==> config.mk <==
export PLATFORM = sky130hd
export DESIGN_NAME = dns_query_name_extractor
export DESIGN_NICKNAME = d
export VERILOG_FILES = /design/src/hdl/dqne_pkg.sv /design/src/hdl/dqne_front.sv /design/src/hdl/dqne_fifo.sv /design/src/hdl/dqne_back.sv /design/src/hdl/dns_query_name_extractor.sv
export SDC_FILE = /design/constraint.sdc
export NUM_CORES = 1
export LEC_CHECK = 0
export BUFFER_PORTS_ARGS = -buffer_cell sky130_fd_sc_hd__buf_4
export CAP_MARGIN = 15
export CORE_MARGIN = 5
export CORE_UTILIZATION = 59
export DETAILED_ROUTE_END_ITERATION = 8
export PLACE_DENSITY = 0.86
export SETUP_SLACK_MARGIN = 0.5
export SYNTH_ARGS = -nofsm -noshare
export SYNTH_HDL_FRONTEND = slang
export SYNTH_SLANG_ARGS = --single-unit
==> constraint.sdc <==
create_clock -name clk_i -period 6.05 [get_ports clk_i]
set_clock_uncertainty 0.05 [all_clocks]
set_input_delay 0.9075 -clock clk_i [delete_from_list [all_inputs] [get_ports clk_i]]
set_output_delay 0.9075 -clock clk_i [all_outputs]
set_load 0.02 [all_outputs]
==> src/hdl/dqne_pkg.sv <==
// ----------------------------------------------------------------------------
// DNS query name extractor package
// Shared constants, codes and the queue entry type of the name extractor.
// ----------------------------------------------------------------------------
package dqne_pkg;

  localparam int unsigned MaxNameLenDefault  = 128;
  localparam int unsigned UdpHdrBytesDefault = 8;
  localparam int unsigned DnsHdrBytes        = 12;
  localparam int unsigned FifoDepthDefault   = 4;

  localparam logic [7:0] DotChar   = 8'h2E;
  localparam logic [7:0] PrintLow  = 8'h20;
  localparam logic [7:0] PrintHigh = 8'h7E;

  typedef enum logic [1:0] {
    ST_COMPLETE = 2'd0,
    ST_REJECTED = 2'd1,
    ST_DROPPED  = 2'd2
  } status_e;

  typedef enum logic {
    KIND_CHAR   = 1'b0,
    KIND_STATUS = 1'b1
  } kind_e;

  typedef struct packed {
    logic       has_char;
    logic [7:0] ch;
    logic       has_status;
    status_e    st;
  } entry_t;

endpackage

==> src/hdl/dqne_front.sv <==
// ----------------------------------------------------------------------------
// DNS query name extractor front end
// Accepts payload bytes, tracks the header and label walk, and per byte
// queues at most one entry: its name character and, at packet end, the status.
// ----------------------------------------------------------------------------
module dqne_front #(
  parameter int unsigned MAX_NAME_LEN  = dqne_pkg::MaxNameLenDefault,
  parameter int unsigned UDP_HDR_BYTES = dqne_pkg::UdpHdrBytesDefault
) (
  input  logic             clk_i,
  input  logic             rst_ni,
  input  logic             in_valid_i,
  input  logic             full_i,
  input  logic [7:0]       data_byte_i,
  input  logic [15:0]      packet_length_i,
  input  logic             end_of_packet_i,
  output logic             push_o,
  output dqne_pkg::entry_t entry_o
);

  localparam logic [16:0] HdrEnd = 17'(UDP_HDR_BYTES + dqne_pkg::DnsHdrBytes);
  localparam logic [15:0] QrPos  = 16'(UDP_HDR_BYTES + 2);
  localparam logic [9:0]  MaxLen = 10'(MAX_NAME_LEN);

  typedef enum logic [1:0] {
    PH_HEADER,
    PH_NAME,
    PH_DONE
  } phase_e;

  phase_e            phase_q, phase_d;
  logic [15:0]       pos_q, pos_d;
  logic [6:0]        lrem_q, lrem_d;
  logic [7:0]        nlen_q, nlen_d;
  logic              first_q, first_d;
  dqne_pkg::status_e outcome_q, outcome_d;
  logic              fire;
  logic [9:0]        need;

  assign fire = in_valid_i && !full_i;
  assign need = {2'b0, nlen_q} + {9'b0, (nlen_q != 8'd0)} + {2'b0, data_byte_i};

  always_comb begin
    phase_d   = phase_q;
    pos_d     = pos_q;
    lrem_d    = lrem_q;
    nlen_d    = nlen_q;
    first_d   = first_q;
    outcome_d = outcome_q;
    entry_o   = '0;
    case (phase_q)
      PH_HEADER: begin
        if ({1'b0, packet_length_i} < HdrEnd) begin
          outcome_d = dqne_pkg::ST_DROPPED;
          phase_d   = PH_DONE;
        end else if (pos_q == QrPos && data_byte_i[7]) begin
          outcome_d = dqne_pkg::ST_DROPPED;
          phase_d   = PH_DONE;
        end else if (({1'b0, pos_q} + 17'd1) >= HdrEnd) begin
          phase_d = PH_NAME;
          lrem_d  = '0;
          first_d = 1'b0;
          nlen_d  = '0;
        end else if (end_of_packet_i) begin
          outcome_d = dqne_pkg::ST_DROPPED;
          phase_d   = PH_DONE;
        end
      end
      PH_NAME: begin
        if (pos_q >= packet_length_i) begin
          phase_d = PH_DONE;
        end else if (lrem_q == 7'd0) begin
          if (data_byte_i == 8'd0 || data_byte_i[7] ||
              {8'd0, data_byte_i} >= packet_length_i) begin
            phase_d = PH_DONE;
          end else if (need > MaxLen) begin
            outcome_d = dqne_pkg::ST_REJECTED;
            phase_d   = PH_DONE;
          end else if (end_of_packet_i) begin
            phase_d = PH_DONE;
          end else begin
            if (nlen_q != 8'd0) begin
              entry_o.has_char = 1'b1;
              entry_o.ch       = dqne_pkg::DotChar;
              nlen_d           = nlen_q + 8'd1;
            end
            lrem_d  = data_byte_i[6:0];
            first_d = 1'b1;
          end
        end else begin
          if (first_q && (data_byte_i < dqne_pkg::PrintLow ||
                          data_byte_i > dqne_pkg::PrintHigh)) begin
            outcome_d = dqne_pkg::ST_REJECTED;
            phase_d   = PH_DONE;
          end else begin
            entry_o.has_char = 1'b1;
            entry_o.ch       = data_byte_i;
            nlen_d           = nlen_q + 8'd1;
            lrem_d           = lrem_q - 7'd1;
            first_d          = 1'b0;
          end
        end
      end
      default: begin
      end
    endcase
    if (pos_q != 16'hFFFF) begin
      pos_d = pos_q + 16'd1;
    end
    if (end_of_packet_i) begin
      entry_o.has_status = 1'b1;
      entry_o.st         = outcome_d;
      phase_d            = PH_HEADER;
      pos_d              = '0;
      lrem_d             = '0;
      nlen_d             = '0;
      first_d            = 1'b0;
      outcome_d          = dqne_pkg::ST_COMPLETE;
    end
  end

  assign push_o = fire && (entry_o.has_char || entry_o.has_status);

  always_ff @(posedge clk_i or negedge rst_ni) begin
    if (!rst_ni) begin
      phase_q   <= PH_HEADER;
      pos_q     <= '0;
      lrem_q    <= '0;
      nlen_q    <= '0;
      first_q   <= 1'b0;
      outcome_q <= dqne_pkg::ST_COMPLETE;
    end else if (fire) begin
      phase_q   <= phase_d;
      pos_q     <= pos_d;
      lrem_q    <= lrem_d;
      nlen_q    <= nlen_d;
      first_q   <= first_d;
      outcome_q <= outcome_d;
    end
  end

endmodule

==> src/hdl/dqne_fifo.sv <==
// ----------------------------------------------------------------------------
// DNS query name extractor queue
// Short queue of entries between the front end and the result sequencer.
// ----------------------------------------------------------------------------
module dqne_fifo #(
  parameter int unsigned DEPTH = dqne_pkg::FifoDepthDefault
) (
  input  logic                       clk_i,
  input  logic                       rst_ni,
  input  logic                       push_i,
  input  dqne_pkg::entry_t           entry_i,
  input  logic                       pop_i,
  output dqne_pkg::entry_t           head_o,
  output logic                       empty_o,
  output logic                       full_o,
  output logic [$clog2(DEPTH+1)-1:0] count_o
);

  localparam int unsigned PtrW = (DEPTH > 1) ? $clog2(DEPTH) : 1;
  localparam int unsigned CntW = $clog2(DEPTH + 1);
  localparam logic [PtrW-1:0] LastPtr = PtrW'(DEPTH - 1);
  localparam logic [CntW-1:0] Full    = CntW'(DEPTH);

  dqne_pkg::entry_t mem_q [DEPTH];
  logic [PtrW-1:0]  wr_ptr_q, rd_ptr_q;
  logic [CntW-1:0]  count_q;
  logic             do_push, do_pop;

  assign empty_o = (count_q == '0);
  assign full_o  = (count_q == Full);
  assign count_o = count_q;
  assign head_o  = mem_q[rd_ptr_q];
  assign do_push = push_i && !full_o;
  assign do_pop  = pop_i && !empty_o;

  always_ff @(posedge clk_i) begin
    if (do_push) begin
      mem_q[wr_ptr_q] <= entry_i;
    end
  end

  always_ff @(posedge clk_i or negedge rst_ni) begin
    if (!rst_ni) begin
      wr_ptr_q <= '0;
      rd_ptr_q <= '0;
      count_q  <= '0;
    end else begin
      if (do_push) begin
        wr_ptr_q <= (wr_ptr_q == LastPtr) ? '0 : wr_ptr_q + PtrW'(1);
      end
      if (do_pop) begin
        rd_ptr_q <= (rd_ptr_q == LastPtr) ? '0 : rd_ptr_q + PtrW'(1);
      end
      if (do_push && !do_pop) begin
        count_q <= count_q + CntW'(1);
      end else if (do_pop && !do_push) begin
        count_q <= count_q - CntW'(1);
      end
    end
  end

endmodule

==> src/hdl/dqne_back.sv <==
// ----------------------------------------------------------------------------
// DNS query name extractor result sequencer
// Splits each queue entry into its character item and status item and holds
// them in the output register.
// ----------------------------------------------------------------------------
module dqne_back (
  input  logic             clk_i,
  input  logic             rst_ni,
  input  dqne_pkg::entry_t head_i,
  input  logic             empty_i,
  output logic             pop_o,
  output logic             out_valid_o,
  input  logic             out_stall_i,
  output logic             result_kind_o,
  output logic [7:0]       name_char_o,
  output logic [1:0]       status_o,
  output logic             last_o
);

  logic              out_valid_q;
  logic              char_sent_q;
  dqne_pkg::kind_e   kind_q;
  logic [7:0]        char_q;
  dqne_pkg::status_e status_q;
  logic              load, take, emit_char;

  assign load      = !out_valid_q || !out_stall_i;
  assign take      = load && !empty_i;
  assign emit_char = head_i.has_char && !char_sent_q;
  assign pop_o     = take && !(emit_char && head_i.has_status);

  always_ff @(posedge clk_i or negedge rst_ni) begin
    if (!rst_ni) begin
      out_valid_q <= 1'b0;
      char_sent_q <= 1'b0;
    end else if (take) begin
      out_valid_q <= 1'b1;
      char_sent_q <= emit_char && head_i.has_status;
    end else if (load) begin
      out_valid_q <= 1'b0;
    end
  end

  always_ff @(posedge clk_i) begin
    if (take) begin
      if (emit_char) begin
        kind_q   <= dqne_pkg::KIND_CHAR;
        char_q   <= head_i.ch;
        status_q <= dqne_pkg::ST_COMPLETE;
      end else begin
        kind_q   <= dqne_pkg::KIND_STATUS;
        char_q   <= '0;
        status_q <= head_i.st;
      end
    end
  end

  assign out_valid_o   = out_valid_q;
  assign result_kind_o = kind_q;
  assign name_char_o   = char_q;
  assign status_o      = status_q;
  assign last_o        = (kind_q == dqne_pkg::KIND_STATUS);

endmodule

==> src/hdl/dns_query_name_extractor.sv <==
// ----------------------------------------------------------------------------
// DNS query name extractor
// Walks the first question name of a DNS query carried in a UDP payload and
// emits it as dotted characters, followed by one status item per packet.
// ----------------------------------------------------------------------------
// One payload byte is accepted per cycle while the internal queue of
// FIFO_DEPTH entries has room. Each byte yields at most one name character
// and, on the final byte, one status item; results leave through a registered
// output at one item per cycle while out_stall_i is low, so a final byte that
// also carries a name character yields its character item before its status
// item. Each result passes through the queue and then the output register. The
// status is 0 for a complete name, 1 for a rejected name and 2 for a dropped
// packet; characters of a packet whose status is not 0 are to be discarded.
module dns_query_name_extractor #(
  parameter int unsigned MAX_NAME_LEN  = dqne_pkg::MaxNameLenDefault,
  parameter int unsigned UDP_HDR_BYTES = dqne_pkg::UdpHdrBytesDefault,
  parameter int unsigned FIFO_DEPTH    = dqne_pkg::FifoDepthDefault
) (
  input  logic        clk_i,
  input  logic        rst_ni,
  input  logic        in_valid_i,
  output logic        in_stall_o,
  input  logic [7:0]  data_byte_i,
  input  logic [15:0] packet_length_i,
  input  logic        end_of_packet_i,
  output logic        out_valid_o,
  input  logic        out_stall_i,
  output logic        result_kind_o,
  output logic [7:0]  name_char_o,
  output logic [1:0]  status_o,
  output logic        last_o
);

  localparam int unsigned CntW = $clog2(FIFO_DEPTH + 1);

  dqne_pkg::entry_t push_entry, head_entry;
  logic             push, pop, empty, full;
  logic [CntW-1:0]  count;

  assign in_stall_o = full;

  dqne_front #(
    .MAX_NAME_LEN (MAX_NAME_LEN),
    .UDP_HDR_BYTES(UDP_HDR_BYTES)
  ) u_front (
    .clk_i          (clk_i),
    .rst_ni         (rst_ni),
    .in_valid_i     (in_valid_i),
    .full_i         (full),
    .data_byte_i    (data_byte_i),
    .packet_length_i(packet_length_i),
    .end_of_packet_i(end_of_packet_i),
    .push_o         (push),
    .entry_o        (push_entry)
  );

  dqne_fifo #(
    .DEPTH(FIFO_DEPTH)
  ) u_fifo (
    .clk_i  (clk_i),
    .rst_ni (rst_ni),
    .push_i (push),
    .entry_i(push_entry),
    .pop_i  (pop),
    .head_o (head_entry),
    .empty_o(empty),
    .full_o (full),
    .count_o(count)
  );

  dqne_back u_back (
    .clk_i        (clk_i),
    .rst_ni       (rst_ni),
    .head_i       (head_entry),
    .empty_i      (empty),
    .pop_o        (pop),
    .out_valid_o  (out_valid_o),
    .out_stall_i  (out_stall_i),
    .result_kind_o(result_kind_o),
    .name_char_o  (name_char_o),
    .status_o     (status_o),
    .last_o       (last_o)
  );

`ifndef SYNTHESIS
  a_no_push_when_full: assert property (@(posedge clk_i) disable iff (!rst_ni)
    push |-> !full)
    else $error("An entry was pushed into a full queue.");

  a_no_pop_when_empty: assert property (@(posedge clk_i) disable iff (!rst_ni)
    pop |-> !empty)
    else $error("An entry was popped from an empty queue.");

  a_count_step: assert property (@(posedge clk_i) disable iff (!rst_ni)
    (push && !pop) |=> count == $past(count) + CntW'(1))
    else $error("The queue count did not follow a push.");

  a_status_payload: assert property (@(posedge clk_i) disable iff (!rst_ni)
    (out_valid_o && result_kind_o) |-> (name_char_o == 8'd0 && last_o))
    else $error("A status item carries a name character.");
`endif

endmodule
==> results.md <==
- Most used DFF post-synth: edfxtp_1
- Hold buffer count at CTS: 0
- Crit Path Category: flip-flop to flip-flop
- Core Area: 10,370 um2
- Htree depth: 3
- Die height: 113.2 um
- Max IR drop VDD: 0.1872 mV
- Max-Cap Viols: 0
- CP Max Fanout: 9
- Most common cell in the netlist: edfxtp_1
- Critical path required time: 6.30 ns
- Vias in the first global route: 4,773
- Yosys warnings: 0
- Endpoint type of the worst setup path: flip-flop
- Sequential-to-total area share from yosys stat: 0.4614
- Root buf cell: clkbuf_8
- Power per cell area: 283.7 nW/um2
- Vias: 4,909
- Post-synth top cells: edfxtp_1, dfrtp_1, ha_1, inv_1, nor2_1
- GR Overflow Total: 0
- Fin cells: 769
- Status: finished, final reports clean
- Fin util: 0.6625
- Synth Area per Inst: 10.57 um2
- CTS clk-pin slew, worst paths: 0.11 ns
- Slew @ Worst Pin: 0.9044 ns
- Synth area leader: edfxtp_1
- DP HPWL: 10,570 um
- DRC violations left: 0
- Slowest stage delay, CP: 0.49 ns
- Fmax: 196.9 MHz
- Largest net degree at the start of global routing: 46
- Register bit total from synthesis: 104
- Synth cell types: 64
- Tightest Hold Check Type: flip-flop to flip-flop
- RSZ-0062 raised after global routing: no
- Drt pass-1 iters: 5
- Final Net Count: 703
- Insertion delay to the later sink of the worst-skew pair: 0.36 ns
- Post-synth ARST share: 0.4327
- Area share of the leading cell type in the synthesized netlist: 0.2821
- Final period util: 0.8394
- Number of top-level pins: 43
- Layout area overhead: 9.404%
- Total Wirelength: 14,280 um
- Critical Path Most Common Cell: ha_1
- Row count: 37
- ANT cells: 0
- Final Hold Viols: 0
- CTS tree: yes
- Startpoint type of the worst setup path: flip-flop
- Buffers on Ports: 42
- DP Cell Count: 752
- Initial core utilization: 0.6056
- First-pass GRT wire length: 23,210 um
- Pwr Total: 1.949 mW
- Setup_tns: 0 ns
- Post-CTS sizing: 0
- Final Setup Violations: 0
- Ordered list of cells on the worst path: nor4_1, nand3_1, ha_1, ha_1, inv_1, fa_1, inv_2, a211oi_2, o2111ai_1, a2111oi_4, a31oi_4, nor4_4, o21ba_4, o21a_4, ha_1, inv_1, fa_1, xor2_1, nor2_1, xor2_1
- EDFF count, synth: 59
- Fraction of layout cells with a size suffix above 1: 0.1390
- Clk buf depth: 2
- CTS sink cnt: 104
- Initial DRC count: 406
- Area contributors post-synth: edfxtp_1, dfrtp_1, ha_1
- LEAKAGE: 2.844 nW
- WL/cell: 18.57 um
- RD Place Congestion: 0.8665
- Post-route ant nets: 0
- Cells after Synth: 594
- Arr. time, crit path: 5.32 ns
- Die extent in x: 113.2 um
- Initial antenna violation count: 0
- Crit-path slowest cell: fa_1
- Die ar.: 12,810 um2
- Design area: 6870 um2
- Relative slew slack: 0.3925
- GRT Total Usage: 0.2251
- Post-route minimum period: 5.079 ns
- Slew Viols, Final: 0
- Via/cell ratio: 6.384
- Syn nets: 669
- Fill count: 782
- Placed Area: 6681 um2
- Synth Cell Area: 6280 um2
- TritonCTS buffer count: 9
- Post-CTS Setup Bufs: 0
sequential cells by signal, summed over array words and instances, names as in the netlist:
signal	flops
u_front.first_q	1
u_fifo.rd_ptr_q	2
u_fifo.wr_ptr_q	2
u_front.phase_q	2
u_front.nlen_q	8
u_fifo.count_o	3
u_front.lrem_q	7
u_back.status_o	2
u_back.last_o	1
u_back.name_char_o	8
u_front.outcome_q	2
u_back.out_valid_o	1
u_back.char_sent_q	1
u_front.pos_q	16
u_fifo.mem_q	48
layer usage:
layer	part of all wire	GRT usage	wire length [um]	vias up
met5	0	0	0	-
met4	0.021	0.07532	294	0
met3	0.047	0.02460	676	29
met2	0.51	0.3922	7352	185
met1	0.42	0.2940	5958	2406
li1	-	-	-	2289
kinds of logic after synthesis:
family | synth area share
mux | 0.05798
buf+inv | 0.04264
flops | 0.4614
simple gates | 0.1638
compound gates | 0.1634
fa+ha+maj | 0.09404
xor+xnor | 0.01674
critical path, delay by kind of cell, from the launching register on:
kind,cells,cell delay [ns]
adder cells (fa/ha/maj),5,1.55
XOR/XNOR,2,0.30
AO/OA/AOI/OAI,6,1.40
flip-flops,1,0.46
buffers and inverters,3,0.17
AND/OR/NAND/NOR,4,1.08
cell usage in the layout (no fill, tap or decap), drive strengths merged, types with 3 or more instances in the layout:
cell / Yosys / layout
nand3: 20 / 20
o41ai: 6 / 6
mux4: 12 / 12
a211oi: 8 / 8
ha: 44 / 44
a211o: 5 / 5
o211ai: 7 / 7
mux2: 5 / 5
o21a: 11 / 11
nor3: 20 / 20
and3: 6 / 6
inv: 45 / 47
clkinvlp: 0 / 3
o21ai: 50 / 50
nor2b: 12 / 12
mux2i: 3 / 3
a21o: 7 / 7
and2: 12 / 12
xor2: 6 / 6
nand2b: 8 / 8
a31oi: 3 / 3
nor4: 8 / 8
xnor2: 6 / 6
nand2: 33 / 33
dfrtp: 45 / 45
clkbuf: 13 / 10
o31ai: 11 / 11
edfxtp: 59 / 59
or2: 3 / 3
a21oi: 26 / 26
or3: 6 / 6
or4: 4 / 4
nand4: 13 / 13
buf: 9 / 45
nor2: 42 / 42
o22ai: 3 / 3
report_power, final:
part / internal, mW / switching, mW / total [mW]
sequential: 0.875 / 0.107 / 0.982
combinational: 0.270 / 0.289 / 0.559
clock: 0.156 / 0.251 / 0.408
total: 1.30 / 0.647 / 1.95
worst paths after layout:
check	from	end	slack, ns	cells past startpoint
max	u_front.nlen_q[5]$_DFFE_PN0P_	u_fifo.count_o[2]$_DFFE_PN0P_	0.97	20
max reg2reg	u_front.nlen_q[5]$_DFFE_PN0P_	u_fifo.count_o[2]$_DFFE_PN0P_	0.97	20
min	u_back.out_valid_o$_DFFE_PN0P_	u_back.out_valid_o$_DFFE_PN0P_	0.46	2
max in group asynchronous	rst_ni	u_front.phase_q[1]$_DFFE_PN0P_	5.06	1
min in group asynchronous	rst_ni	u_front.pos_q[5]$_DFFE_PN0P_	0.49	1
min reg2reg	u_back.out_valid_o$_DFFE_PN0P_	u_back.out_valid_o$_DFFE_PN0P_	0.46	2
cell type report:
type	instances	area, um2	share of cell area
Clock inverter	6	53.80	0.007831
Timing Repair Buffer	45	337.8	0.04917
Inverter	45	168.9	0.02459
Tap cell	136	170.2	0.02477
Multi-Input combinational cell	423	3114	0.4533
Clock buffer	10	127.6	0.01858
Sequential cell	104	2898	0.4218
per-stage QoR:
stage	hold slack, ns	setup WS, ns
detailed placement	0.4343	1.014
floorplan	0.4056	1.454
global placement	0.4235	1.239
finish	0.4577	0.9715
CTS	0.4572	0.9742
global route	0.4802	0.6347
Note: power is estimated with default switching activity, not from simulation.
